### src/design/rcpcf_pkg.sv
package rcpcf_pkg;

  localparam int NUM_CH    = 8;
  localparam int CH_W      = 3;
  localparam int VAL_W     = 16;
  localparam int TIME_W    = 32;
  localparam int NUM_FS_CH = 4;
  localparam int CFG_IDX_W = 2;

  localparam logic OP_EDGE   = 1'b0;
  localparam logic OP_SAMPLE = 1'b1;

  localparam logic [CFG_IDX_W-1:0] CFG_TIMEOUT   = 2'd0;
  localparam logic [CFG_IDX_W-1:0] CFG_FS_VALUE  = 2'd1;
  localparam logic [CFG_IDX_W-1:0] CFG_FS_ENABLE = 2'd2;

  localparam logic [VAL_W-1:0] RESET_TIMEOUT  = 16'd500;
  localparam logic [VAL_W-1:0] RESET_FS_VALUE = 16'd1500;

  typedef logic [NUM_CH-1:0][VAL_W-1:0] chan_arr_t;

  typedef struct packed {
    logic              op;
    logic [CH_W-1:0]   ch;
    logic              level;
    logic [TIME_W-1:0] now_us;
    logic [TIME_W-1:0] now_ms;
  } item_t;

  typedef struct packed {
    logic [VAL_W-1:0] timeout;
    logic [VAL_W-1:0] fs_value;
    logic             fs_enable;
  } cfg_t;

endpackage

### src/design/rc_pulse_capture_filter_unit.sv
// a loop-sample beat is held in the input register once accepted, and its result is then
// registered into the value registers together with the output valid flag
// throughput: one beat per cycle; a loop sample waits only while the previous
// result is still held at the output
// reset: config registers take their defaults, all capture and filter state
// is zero; ring rows carry valid bits, so no clearing pass is needed
module rc_pulse_capture_filter_unit #(
  parameter int FILTER_DEPTH = 4
) (
  input  logic                            clk_i,
  input  logic                            rst_ni,
  input  logic                            in_valid_i,
  output logic                            in_ready_o,
  input  logic                            operation_i,
  input  logic [rcpcf_pkg::CH_W-1:0]      channel_i,
  input  logic                            pin_level_i,
  input  logic [rcpcf_pkg::TIME_W-1:0]    now_us_i,
  input  logic [rcpcf_pkg::TIME_W-1:0]    now_ms_i,
  output logic                            out_valid_o,
  input  logic                            out_ready_i,
  output logic [rcpcf_pkg::VAL_W-1:0]     roll_value_o,
  output logic [rcpcf_pkg::VAL_W-1:0]     pitch_value_o,
  output logic [rcpcf_pkg::VAL_W-1:0]     throttle_value_o,
  output logic [rcpcf_pkg::VAL_W-1:0]     yaw_value_o,
  output logic [rcpcf_pkg::VAL_W-1:0]     aux1_value_o,
  output logic [rcpcf_pkg::VAL_W-1:0]     aux2_value_o,
  output logic [rcpcf_pkg::VAL_W-1:0]     aux3_value_o,
  output logic [rcpcf_pkg::VAL_W-1:0]     aux4_value_o,
  output logic                            failsafe_active_o,
  input  logic                            cfg_valid_i,
  output logic                            cfg_ready_o,
  input  logic [rcpcf_pkg::CFG_IDX_W-1:0] cfg_index_i,
  input  logic [rcpcf_pkg::VAL_W-1:0]     cfg_data_i
);

  rcpcf_pkg::cfg_t              cfg_q, cfg_d;
  rcpcf_pkg::item_t             s1_item_q;
  logic                         s1_valid_q, s1_valid_d;
  logic                         out_valid_q, out_valid_d;
  logic                         s1_adv;
  logic                         edge_fire;
  logic                         sample_fire;
  rcpcf_pkg::chan_arr_t         widths;
  rcpcf_pkg::chan_arr_t         values;
  logic [rcpcf_pkg::TIME_W-1:0] last_act;
  logic                         active;

  assign cfg_ready_o = 1'b1;

  always_comb begin
    cfg_d = cfg_q;
    if (cfg_valid_i) begin
      unique case (cfg_index_i)
        rcpcf_pkg::CFG_TIMEOUT:   cfg_d.timeout   = cfg_data_i;
        rcpcf_pkg::CFG_FS_VALUE:  cfg_d.fs_value  = cfg_data_i;
        rcpcf_pkg::CFG_FS_ENABLE: cfg_d.fs_enable = cfg_data_i[0];
        default: ;
      endcase
    end
  end

  // edge beats never touch the output, so they always move on
  assign s1_adv = s1_valid_q &&
                  (s1_item_q.op == rcpcf_pkg::OP_EDGE || !out_valid_q || out_ready_i);
  assign in_ready_o  = !s1_valid_q || s1_adv;
  assign edge_fire   = s1_adv && (s1_item_q.op == rcpcf_pkg::OP_EDGE);
  assign sample_fire = s1_adv && (s1_item_q.op == rcpcf_pkg::OP_SAMPLE);

  always_comb begin
    s1_valid_d = s1_valid_q;
    if (in_ready_o) begin
      s1_valid_d = in_valid_i;
    end
    out_valid_d = out_valid_q;
    if (sample_fire) begin
      out_valid_d = 1'b1;
    end else if (out_ready_i) begin
      out_valid_d = 1'b0;
    end
  end

  always_ff @(posedge clk_i or negedge rst_ni) begin
    if (!rst_ni) begin
      cfg_q.timeout   <= rcpcf_pkg::RESET_TIMEOUT;
      cfg_q.fs_value  <= rcpcf_pkg::RESET_FS_VALUE;
      cfg_q.fs_enable <= 1'b1;
      s1_valid_q      <= 1'b0;
      out_valid_q     <= 1'b0;
    end else begin
      cfg_q       <= cfg_d;
      s1_valid_q  <= s1_valid_d;
      out_valid_q <= out_valid_d;
    end
  end

  always_ff @(posedge clk_i) begin
    if (in_valid_i && in_ready_o) begin
      s1_item_q.op     <= operation_i;
      s1_item_q.ch     <= channel_i;
      s1_item_q.level  <= pin_level_i;
      s1_item_q.now_us <= now_us_i;
      s1_item_q.now_ms <= now_ms_i;
    end
  end

  rcpcf_capture u_capture (
    .clk_i      (clk_i),
    .rst_ni     (rst_ni),
    .fire_i     (edge_fire),
    .item_i     (s1_item_q),
    .widths_o   (widths),
    .last_act_o (last_act)
  );

  rcpcf_filter #(
    .FILTER_DEPTH (FILTER_DEPTH)
  ) u_filter (
    .clk_i      (clk_i),
    .rst_ni     (rst_ni),
    .fire_i     (sample_fire),
    .now_ms_i   (s1_item_q.now_ms),
    .cfg_i      (cfg_q),
    .widths_i   (widths),
    .last_act_i (last_act),
    .values_o   (values),
    .active_o   (active)
  );

  // channel value registers hold still while a result beat is pending
  assign out_valid_o       = out_valid_q;
  assign roll_value_o      = values[0];
  assign pitch_value_o     = values[1];
  assign throttle_value_o  = values[2];
  assign yaw_value_o       = values[3];
  assign aux1_value_o      = values[4];
  assign aux2_value_o      = values[5];
  assign aux3_value_o      = values[6];
  assign aux4_value_o      = values[7];
  assign failsafe_active_o = active;

endmodule

### src/design/rcpcf_ram.sv
module rcpcf_ram #(
  parameter int WIDTH = 128,
  parameter int DEPTH = 4
) (
  input  logic                                  clk_i,
  input  logic                                  we_i,
  input  logic [(DEPTH > 1 ? $clog2(DEPTH) : 1)-1:0] waddr_i,
  input  logic [WIDTH-1:0]                      wdata_i,
  input  logic [(DEPTH > 1 ? $clog2(DEPTH) : 1)-1:0] raddr_i,
  output logic [WIDTH-1:0]                      rdata_o
);

  logic [WIDTH-1:0] mem_q [DEPTH];
  logic [WIDTH-1:0] rdata_q;

  always_ff @(posedge clk_i) begin
    if (we_i) begin
      mem_q[waddr_i] <= wdata_i;
    end
    rdata_q <= mem_q[raddr_i];
  end

  assign rdata_o = rdata_q;

endmodule

### src/design/rcpcf_capture.sv
module rcpcf_capture (
  input  logic                                clk_i,
  input  logic                                rst_ni,
  input  logic                                fire_i,
  input  rcpcf_pkg::item_t                    item_i,
  output rcpcf_pkg::chan_arr_t                widths_o,
  output logic [rcpcf_pkg::TIME_W-1:0]        last_act_o
);

  rcpcf_pkg::chan_arr_t                start_q, start_d;
  rcpcf_pkg::chan_arr_t                width_q, width_d;
  logic [rcpcf_pkg::TIME_W-1:0]        last_act_q, last_act_d;
  logic [rcpcf_pkg::VAL_W-1:0]         now_lo;

  assign now_lo = item_i.now_us[rcpcf_pkg::VAL_W-1:0];

  always_comb begin
    start_d    = start_q;
    width_d    = width_q;
    last_act_d = last_act_q;
    if (fire_i) begin
      // only roll and pitch count as link activity
      if (item_i.ch < rcpcf_pkg::CH_W'(2)) begin
        last_act_d = item_i.now_ms;
      end
      if (item_i.level) begin
        start_d[item_i.ch] = now_lo;
      end else begin
        width_d[item_i.ch] = now_lo - start_q[item_i.ch];
      end
    end
  end

  always_ff @(posedge clk_i or negedge rst_ni) begin
    if (!rst_ni) begin
      start_q    <= '0;
      width_q    <= '0;
      last_act_q <= '0;
    end else begin
      start_q    <= start_d;
      width_q    <= width_d;
      last_act_q <= last_act_d;
    end
  end

  assign widths_o   = width_q;
  assign last_act_o = last_act_q;

endmodule

### src/design/rcpcf_filter.sv
module rcpcf_filter #(
  parameter int FILTER_DEPTH = 4
) (
  input  logic                         clk_i,
  input  logic                         rst_ni,
  input  logic                         fire_i,
  input  logic [rcpcf_pkg::TIME_W-1:0] now_ms_i,
  input  rcpcf_pkg::cfg_t              cfg_i,
  input  rcpcf_pkg::chan_arr_t         widths_i,
  input  logic [rcpcf_pkg::TIME_W-1:0] last_act_i,
  output rcpcf_pkg::chan_arr_t         values_o,
  output logic                         active_o
);

  localparam int POS_W     = FILTER_DEPTH > 1 ? $clog2(FILTER_DEPTH) : 1;
  localparam int LOG_D     = $clog2(FILTER_DEPTH);
  localparam int TOT_W     = rcpcf_pkg::VAL_W + LOG_D;
  localparam int DIV_SHIFT = TOT_W + LOG_D;
  localparam int M_W       = DIV_SHIFT + 1;
  localparam int PROD_W    = TOT_W + M_W;
  localparam int ROW_W     = rcpcf_pkg::NUM_CH * rcpcf_pkg::VAL_W;
  // rounded-up reciprocal, exact floor division for any TOT_W-bit total
  localparam longint unsigned RECIP_VAL =
    ((64'd1 << DIV_SHIFT) + FILTER_DEPTH - 1) / FILTER_DEPTH;
  localparam logic [M_W-1:0]   RECIP    = M_W'(RECIP_VAL);
  localparam logic [POS_W-1:0] LAST_POS = POS_W'(FILTER_DEPTH - 1);

  logic [POS_W-1:0]             pos_q, pos_d;
  logic [FILTER_DEPTH-1:0]      row_valid_q, row_valid_d;
  logic                         rd_valid_q;
  logic                         byp_q;
  logic [ROW_W-1:0]             byp_data_q;
  logic [ROW_W-1:0]             rdata;
  rcpcf_pkg::chan_arr_t         old_row;
  rcpcf_pkg::chan_arr_t         new_row;
  logic [TOT_W-1:0]             tot_q   [rcpcf_pkg::NUM_CH];
  logic [TOT_W-1:0]             tot_d   [rcpcf_pkg::NUM_CH];
  logic [TOT_W-1:0]             tot_new [rcpcf_pkg::NUM_CH];
  logic [PROD_W-1:0]            prod    [rcpcf_pkg::NUM_CH];
  rcpcf_pkg::chan_arr_t         values_q, values_d;
  logic                         flag_q, flag_d;
  logic [rcpcf_pkg::TIME_W-1:0] elapsed;
  logic                         loss;
  logic                         we;

  assign elapsed = now_ms_i - last_act_i;
  assign loss    = elapsed > {{(rcpcf_pkg::TIME_W - rcpcf_pkg::VAL_W){1'b0}}, cfg_i.timeout};
  assign we      = fire_i && !loss;

  // rows never written read as zero
  assign old_row = byp_q ? byp_data_q : (rd_valid_q ? rdata : '0);

  always_comb begin
    for (int i = 0; i < rcpcf_pkg::NUM_CH; i++) begin
      new_row[i] = (widths_i[i] != '0) ? widths_i[i] : old_row[i];
      tot_new[i] = tot_q[i] - TOT_W'(old_row[i]) + TOT_W'(new_row[i]);
      prod[i]    = PROD_W'(tot_new[i]) * PROD_W'(RECIP);
    end
  end

  always_comb begin
    pos_d       = pos_q;
    row_valid_d = row_valid_q;
    values_d    = values_q;
    flag_d      = flag_q;
    for (int i = 0; i < rcpcf_pkg::NUM_CH; i++) begin
      tot_d[i] = tot_q[i];
    end
    if (fire_i) begin
      flag_d = loss;
      if (loss) begin
        for (int i = 0; i < rcpcf_pkg::NUM_FS_CH; i++) begin
          values_d[i] = cfg_i.fs_value;
        end
      end else begin
        row_valid_d[pos_q] = 1'b1;
        pos_d = (pos_q == LAST_POS) ? '0 : pos_q + POS_W'(1);
        for (int i = 0; i < rcpcf_pkg::NUM_CH; i++) begin
          tot_d[i]    = tot_new[i];
          values_d[i] = prod[i][DIV_SHIFT +: rcpcf_pkg::VAL_W];
        end
      end
    end
  end

  // read address is the next ring position, so that row is already read out when needed
  rcpcf_ram #(
    .WIDTH (ROW_W),
    .DEPTH (FILTER_DEPTH)
  ) u_ring (
    .clk_i   (clk_i),
    .we_i    (we),
    .waddr_i (pos_q),
    .wdata_i (new_row),
    .raddr_i (pos_d),
    .rdata_o (rdata)
  );

  always_ff @(posedge clk_i or negedge rst_ni) begin
    if (!rst_ni) begin
      pos_q       <= '0;
      row_valid_q <= '0;
      rd_valid_q  <= 1'b0;
      byp_q       <= 1'b0;
      values_q    <= '0;
      flag_q      <= 1'b0;
      for (int i = 0; i < rcpcf_pkg::NUM_CH; i++) begin
        tot_q[i] <= '0;
      end
    end else begin
      pos_q       <= pos_d;
      row_valid_q <= row_valid_d;
      rd_valid_q  <= row_valid_q[pos_d];
      byp_q       <= we && (pos_q == pos_d);
      values_q    <= values_d;
      flag_q      <= flag_d;
      for (int i = 0; i < rcpcf_pkg::NUM_CH; i++) begin
        tot_q[i] <= tot_d[i];
      end
    end
  end

  // write-to-read forward when the same row is read right after its write
  always_ff @(posedge clk_i) begin
    byp_data_q <= new_row;
  end

  assign values_o = values_q;
  assign active_o = flag_q & cfg_i.fs_enable;

endmodule
### config.mk
export PLATFORM = sky130hd
export DESIGN_NAME = rc_pulse_capture_filter_unit
export DESIGN_NICKNAME = d
export VERILOG_FILES = /design/src/design/rcpcf_pkg.sv /design/src/design/rc_pulse_capture_filter_unit.sv /design/src/design/rcpcf_ram.sv /design/src/design/rcpcf_capture.sv /design/src/design/rcpcf_filter.sv
export SDC_FILE = /design/constraint.sdc
export NUM_CORES = 2
export LEC_CHECK = 0
export BUFFER_PORTS_ARGS = -buffer_cell sky130_fd_sc_hd__buf_4
export CORE_MARGIN = 4
export CORE_UTILIZATION = 40
export DETAILED_ROUTE_END_ITERATION = 6
export PLACE_DENSITY_LB_ADDON = 0.15
export SKIP_LAST_GASP = 1
export SLEW_MARGIN = 20
export SYNTH_ARGS = -nofsm -noshare
export SYNTH_HDL_FRONTEND = slang
export SYNTH_SLANG_ARGS = --single-unit
### constraint.sdc
create_clock -name clk_i -period 9.6 [get_ports clk_i]
set_clock_uncertainty 0.1 [all_clocks]
set_input_delay 1.92 -clock clk_i [delete_from_list [all_inputs] [get_ports clk_i]]
set_output_delay 1.92 -clock clk_i [all_outputs]
set_load 0.01 [all_outputs]
Word level (Yosys, flattened, before mapping)
Memory sizes are Yosys's and may differ from the RTL's. A register that Yosys moved wholly into a read port is not among the register bits. Index checks and enable logic that the tools add are counted.

Register bits: 785. Latch bits: 0. Bits in writable memories: 512. Memory bits (read-only): 0. Input port bits: 92. Output and inout port bits: 132. Logic and storage cells: 144. Memories: 1.

Memories: u_filter.u_ring.mem_q (depth 4, bits a word 128, read ports 1, clocked after Yosys merged registers in 1, write ports 1, RTL line rcpcf_ram.sv:13) `logic [WIDTH-1:0] mem_q [DEPTH];`.

$add $sub $neg: 19. Multiply operators: 0. Div/mod/pow operators: 0. Order comparisons: 7. Eq/ne operators: 4. Shifts and indexed selects: 0. Mux-type cells: 28. Bitwise logic cells: 5. Reduce and logical (&&, ||, !) cells: 31.

Operators by type and width (number): $bwmux W128 (2); $mux W128 (2); $mux W16 (10); $add A18 B16 Y18 (8); $sub A18 B16 Y18 (8); $reduce_bool A16 Y1 (8); $mux W64 (1); $bmux W16 S3 (1); $demux W16 S3 (1); $gt A32 B16 Y1 (1); $sub A32 B32 Y32 (1); $sub A16 B16 Y16 (1); $reduce_and A2 Y1 (7); $logic_and A1 B1 Y1 (8); $lt A2 B3 Y1 const B (2); $mux W1 (6); $mux W2 (3); $eq A2 B2 Y1 const B (2); $lt A3 B4 Y1 const B (1); $or A4 B4 Y4 (1); $ge A3 B1 Y1 const B (1); $logic_not A1 Y1 (3); $logic_or A1 B1 Y1 (3); $lt A3 B2 Y1 const B (1); other kinds (10) (12).

Depth between registers and ports, before layout
Depth after elaboration: 8. Mapped depth: 28. Depth with buffers taken out: 26.

Cells and area by module
A second synthesis with hierarchy kept.

Cells, all modules: 5001. Area, all modules: 63214.4 µm².

Modules (own cells, without submodules): rcpcf_filter (times used 1, cells each 3087, area an instance 26186.4 µm², seq. area each 7992.7 µm²); rcpcf_ram (times used 1, cells each 800, area an instance 21165.3 µm², seq. area each 17937.2 µm²); rcpcf_capture (times used 1, cells each 961, area an instance 12409.4 µm², seq. area each 7206.9 µm²); rc_pulse_capture_filter_unit (times used 1, cells each 153, area an instance 3453.3 µm², seq. area each 2965.3 µm²).

Least setup slack after synthesis
OpenSTA, ideal clock, no wires.

Path kind: flip-flop to flip-flop. From: register s1_item_q[1] in the netlist's numbering. To: register u_filter.byp_q. Setup time: 85 ps. Data arrival time: 7360 ps. Data required time: 9415 ps. Setup slack: 2056 ps. Stages on the path, launching flop included: 24. Buffers on the path: 0. Clock period less this slack: 7544 ps. Cells stage by stage: edfxtp_1 ha_1 nor2b_1 o31a_1 o21ai_0 nand2_1 a21oi_1 nor2b_1 nor2_1 nor2b_1 o21ai_0 nor2b_1 xnor2_1 ha_1 nand4_1 nor2_1 a221o_1 o31a_1 nor4_1 o2111ai_1 nor4_1 and4_1 and3_1 and3_1.

Cells in the longest elaborated chain, start to end: 6. Elaborated cells between the ends (all ways): 8. Those cells by class: add/sub (1); order compare (1); eq/ne (1); mux (2); reduce/logical (3).

Ends and longest elaborated chain: from (decl) (RTL line rc_pulse_capture_filter_unit.sv:37) `rcpcf_pkg::item_t s1_item_q;`; $sub A32 B32 Y32 (*) (RTL line rcpcf_filter.sv:46) `assign elapsed = now_ms_i - last_act_i;`; $gt A32 B16 Y1 (*) (RTL line rcpcf_filter.sv:47) `assign loss = elapsed > {{(rcpcf_pkg::TIME_W - rcpcf_pkg::VAL_W){1'b0}}, cfg_i.timeout};`; $mux W2 (RTL line rcpcf_filter.sv:71) `if (loss) begin`; $mux W2 (RTL line rcpcf_filter.sv:69) `if (fire_i) begin`; $eq A2 B2 Y1 (RTL line rcpcf_filter.sv:114) `byp_q <= we && (pos_q == pos_d);`; $logic_and A1 B1 Y1 (*) (RTL line rcpcf_filter.sv:114); to (signal assigned) (RTL line rcpcf_filter.sv:114); to (decl) (RTL line rcpcf_filter.sv:31) `logic byp_q;`.

Mark *: on every way between the ends. The rest lies on a longest branch, timed or not. A chain may end at the register's enable or synchronous reset.

Worst setup path after layout
From: register s1_item_q[1] in the netlist's numbering. To: register u_filter.u_ring.rdata_q[61] (netlist: u_filter.u_ring.rdata_o[61]) (read register of u_filter.u_ring.mem_q).

Cells in the longest elaborated chain, start to end: 4.

Ends and longest elaborated chain: $sub A32 B32 Y32 (RTL line rcpcf_filter.sv:46); $gt A32 B16 Y1 (RTL line rcpcf_filter.sv:47); $mux W2 (RTL line rcpcf_filter.sv:71); $mux W2 (RTL line rcpcf_filter.sv:69); to (decl) (RTL line rcpcf_ram.sv:14) `logic [WIDTH-1:0] rdata_q;`.

No other way between the ends.

==> summary.md <==
| Metric | Value |
|---|---|
| Post-CTS setup buffers | 0 |
| Post-synth EDFFs | about 570 |
| Chip Height | ~430 microns |
| Top Ports | between 200 and 250 |
| Die ar. | between 0.15 and 0.2 sq mm |
| Most common cell after layout, fill and taps aside | nand2_1 |
| Hold slack | around 0.38 ns |
| Die W | 427.1 microns |
| Rows | around 150 |
| Met2 wire length | between 90000 and 100000 microns |
| Fin crit period | 6.950 ns |
| First-pass GRT wire length | a little over 300000 microns |
| Tot Pwr | 18.85 mW |
| Vias in the first global route | 52660 |
| Crit path from | s1_item_q[1]$_DFFE_PP_ |
| CTS H-tree depth | 4 |
| Synth unique cells | 88 |
| Synthesized net count | about 7600 |
| Skew-Pair Late Insertion Delay | slightly above 0.8 ns |
| Max Cap Viol | 0 |
| Setup crit start kind | register |
| Sequential share of the synthesized area | between 50% and 60% |
| Most frequent cells in the layout | nand2_1 (1477), inv_1 (657), edfxtp_1 (565) |
| Share of layout cells above drive strength 1 | a little over a tenth |
| Crit share post-route | about 72% |
| Register bit total from synthesis | approximately 1400 |
| Worst slew pin tran | 1.232 ns |
| Endpoints failing setup | 0 |
| Via Count | 51950 |
| Via/cell ratio | 5.436 |
| Crit-path max FO | 67 |
| FMAX | between 100 and 150 MHz |
| Multiplexer share of the synthesized area | 5.181% |
| Detail Route Antenna Nets | 0 |
| Final Slew Violations | 0 |
| Final net count | between 7000 and 8000 |
| Layout Utilization | between 40% and 50% |
| Post-Synth Adder-Cell Area | under 10% |
| Status | completed |
| Met1 wire length | ~87000 microns |
| Clock-pin slew on the worst setup and hold paths | roughly 0.060 ns |
| Setup TNS | 0 ns |
| Async SR Flop Fraction | between 30% and 40% |
| Initial antenna violation count | 9 |
| Hold/Removal Path Class | reg2reg |
| Syn Area/Cell | 9.867 sq um |
| Fillers | approximately 16000 |
| Sequential cell area | ~0.036 sq mm |
| Met3 wire len | between 9000 and 10000 microns |
| Initial Util | about two fifths |
| Drt drc | 0 |
| Wire per inst | ~21 microns |
| CTS root buffer | clkbuf_16 |
| Largest family of logic cells by synthesized area | compound AO/OA/AOI/OAI gates |
| Max Used Layer | met4 |
| Synth Area in Compound Gates | 15.05% |
| Port Buf Inserts | between 200 and 250 |
| Post-synthesis xor/xnor area fraction | roughly 1.7% |
| CP arrival | around 7.6 ns |
| CTS tree | yes |
| 1st-pass router iterations | 6 |
| CTS Sinks | approximately 1400 |
| Largest net degree at the start of global routing | 165 |
| Hold_buf cts | 0 |
| Max rail drop VDD | between 0.00015 and 0.0002 V |
| Core ar. | between 0.15 and 0.2 sq mm |
| Grt ovf | 0 |
| CTS max path bufs | 3 |
| Mapped Area | 0.07026 sq mm |
| Detailed Route Iter0 Violations | approximately 3800 |
| Fin. Hold Viols | 0 |
| Yosys Warn Count | 0 |
| Synth Flop Type | edfxtp_1 |
| Crit Path Class | reg2reg |
| RR Startpoint | s1_item_q[1]$_DFFE_PP_ |
| Area occupied by multi-input gates | 0.03010 sq mm |
| Post-DP HPWL | 119800 microns |
| Req. time, crit path | 10.22 ns |
| Post-synthesis simple-gate area fraction | roughly an eighth |
| RSZ-0062 raised after global routing | no |
| Synthesis-to-layout area growth | 11.86% |
| CP endpoint kind | register |
| Slew headroom | 17.86% |
| HP Start | u_filter.values_o[127]$_DFFE_PN0P_ |
| P_leak | 33.30 nW |
| DRT Wirelength | about 200000 microns |
| Num CTS Buffers | ~150 |
| Internal reg-to-reg setup slack | 2.65 ns |
| Syn Inst Count | approximately 7000 |
| Post-CTS Resized | 0 |
| PwrDens | ~240 mW/mm^2 |
| Routability cong. | between 0.8 and 0.9 |
| GRT Overall Usage | 21.90% |
==> flip-flops by register name (all words and copies together), names as in the netlist, 2 cells and up <==
name / flops
u_capture.start_q: 128
u_filter.row_valid_q: 4
u_filter.tot_q: 80
u_capture.widths_o: 128
u_filter.u_ring.mem_q: 512
cfg_q: 33
s1_item_q: 53
u_filter.u_ring.rdata_o: 128
u_capture.last_act_o: 32
u_filter.byp_data_q: 128
u_filter.pos_q: 2
u_filter.values_o: 128
==> metal layers <==
layer / vias up / global-route usage, %
met4: 0 / 8.442
met1: 25780 / 28.43
met3: 327 / 2.934
met5: - / 0
li1: 24520 / -
met2: 1323 / 37.18
==> stage by stage <==
step           worst slack, ns  instances  area, sq um
2_1_floorplan            2.056       7120        70260
3_3_place_gp             2.714       9264        73460
3_5_place_dp             2.681       9265        73480
4_1_cts                  2.634       9549        78560
5_1_grt                  1.937       9549        78570
6_report                 2.650       9556        78590
==> layout make-up <==
type | instances | area share (%)
clock buffer | 222 | 5.483
timing repair buffer | 283 | 3.009
inverter | 660 | 3.162
antenna | 7 | 0.02229
tap | 2325 | 3.702
clock inverter | 62 | 0.9887
sequential | 1361 | 45.34
multi-input combinational | 4636 | 38.30
==> worst max-delay path, cell delays in order, from the launching register on <==
cell,delay (ns)
edfxtp_1,0.43
ha_1,0.31
nor2b_1,0.14
o31a_1,0.30
o21ai_0,0.19
nand2_1,0.10
a21oi_1,0.15
nor2b_1,0.06
nor2_1,0.15
nor2b_1,0.07
o21ai_0,0.13
nor2b_1,0.17
xnor2_1,0.11
ha_1,0.33
nand4_1,0.14
nor4_1,0.38
nand4_1,0.17
o31a_1,0.18
nor4_2,0.29
o221ai_1,0.17
nor4_2,0.34
and3b_4,0.59
a21oi_1,0.19
a21oi_4,0.73
buf_12,0.56
mux2i_1,0.27
==> cell families (layout without fill, tap and decap cells) <==
family / Yosys count / in the layout
other: 1 / 8
xor gates and xnor gates: 133 / 133
muxes: 339 / 339
buffers and inverters: 1123 / 1227
and+or+nand+nor: 2226 / 2226
adders and majority gates: 340 / 340
AOI/OAI and AO/OA: 1597 / 1597
DFF: 1361 / 1361
==> where the power goes <==
part           leakage (nW)  switching [mW]  internal, mW
Sequential             14.0           0.397          6.94
Clock                  2.47            2.50          3.40
Combinational          16.8            3.62          2.00
Total                  33.3            6.51          12.3
==> Yosys cell counts, types with 87 or more instances <==
library cell / number / share of area, %
nand2_1: 1480 / 7.9
inv_1: 657 / 3.5
edfxtp_1: 565 / 24
dfrtp_1: 526 / 19
nor2_1: 364 / 1.9
a22oi_1: 297 / 3.2
a21oi_1: 289 / 2.1
clkbuf_1: 285 / 1.5
a211oi_1: 263 / 2.8
dfxtp_1: 256 / 7.3
o21ai_0: 254 / 1.8
ha_1: 210 / 3.7
mux2_2: 193 / 3.1
o21ai_1: 144 / 1.0
a22o_1: 142 / 1.8
mux2i_1: 142 / 2.0
fa_1: 130 / 3.7
xnor2_1: 87 / 1.1
==> path summary, 6_finish.rpt <==
kind / end / cells past startpoint
min in group asynchronous: u_filter.values_o[127]$_DFFE_PN0P_ / 1
setup reg to reg: u_filter.u_ring.rdata_o[61]$_DFF_P_ / 25
hold reg to reg: u_filter.values_o[127]$_DFFE_PN0P_ / 1
max in group asynchronous: u_filter.tot_q[102]$_DFFE_PN0P_ / 3
setup / recovery: u_filter.u_ring.rdata_o[61]$_DFF_P_ / 25
hold / removal: u_filter.values_o[127]$_DFFE_PN0P_ / 1
(Power assumes the default switching activity.)
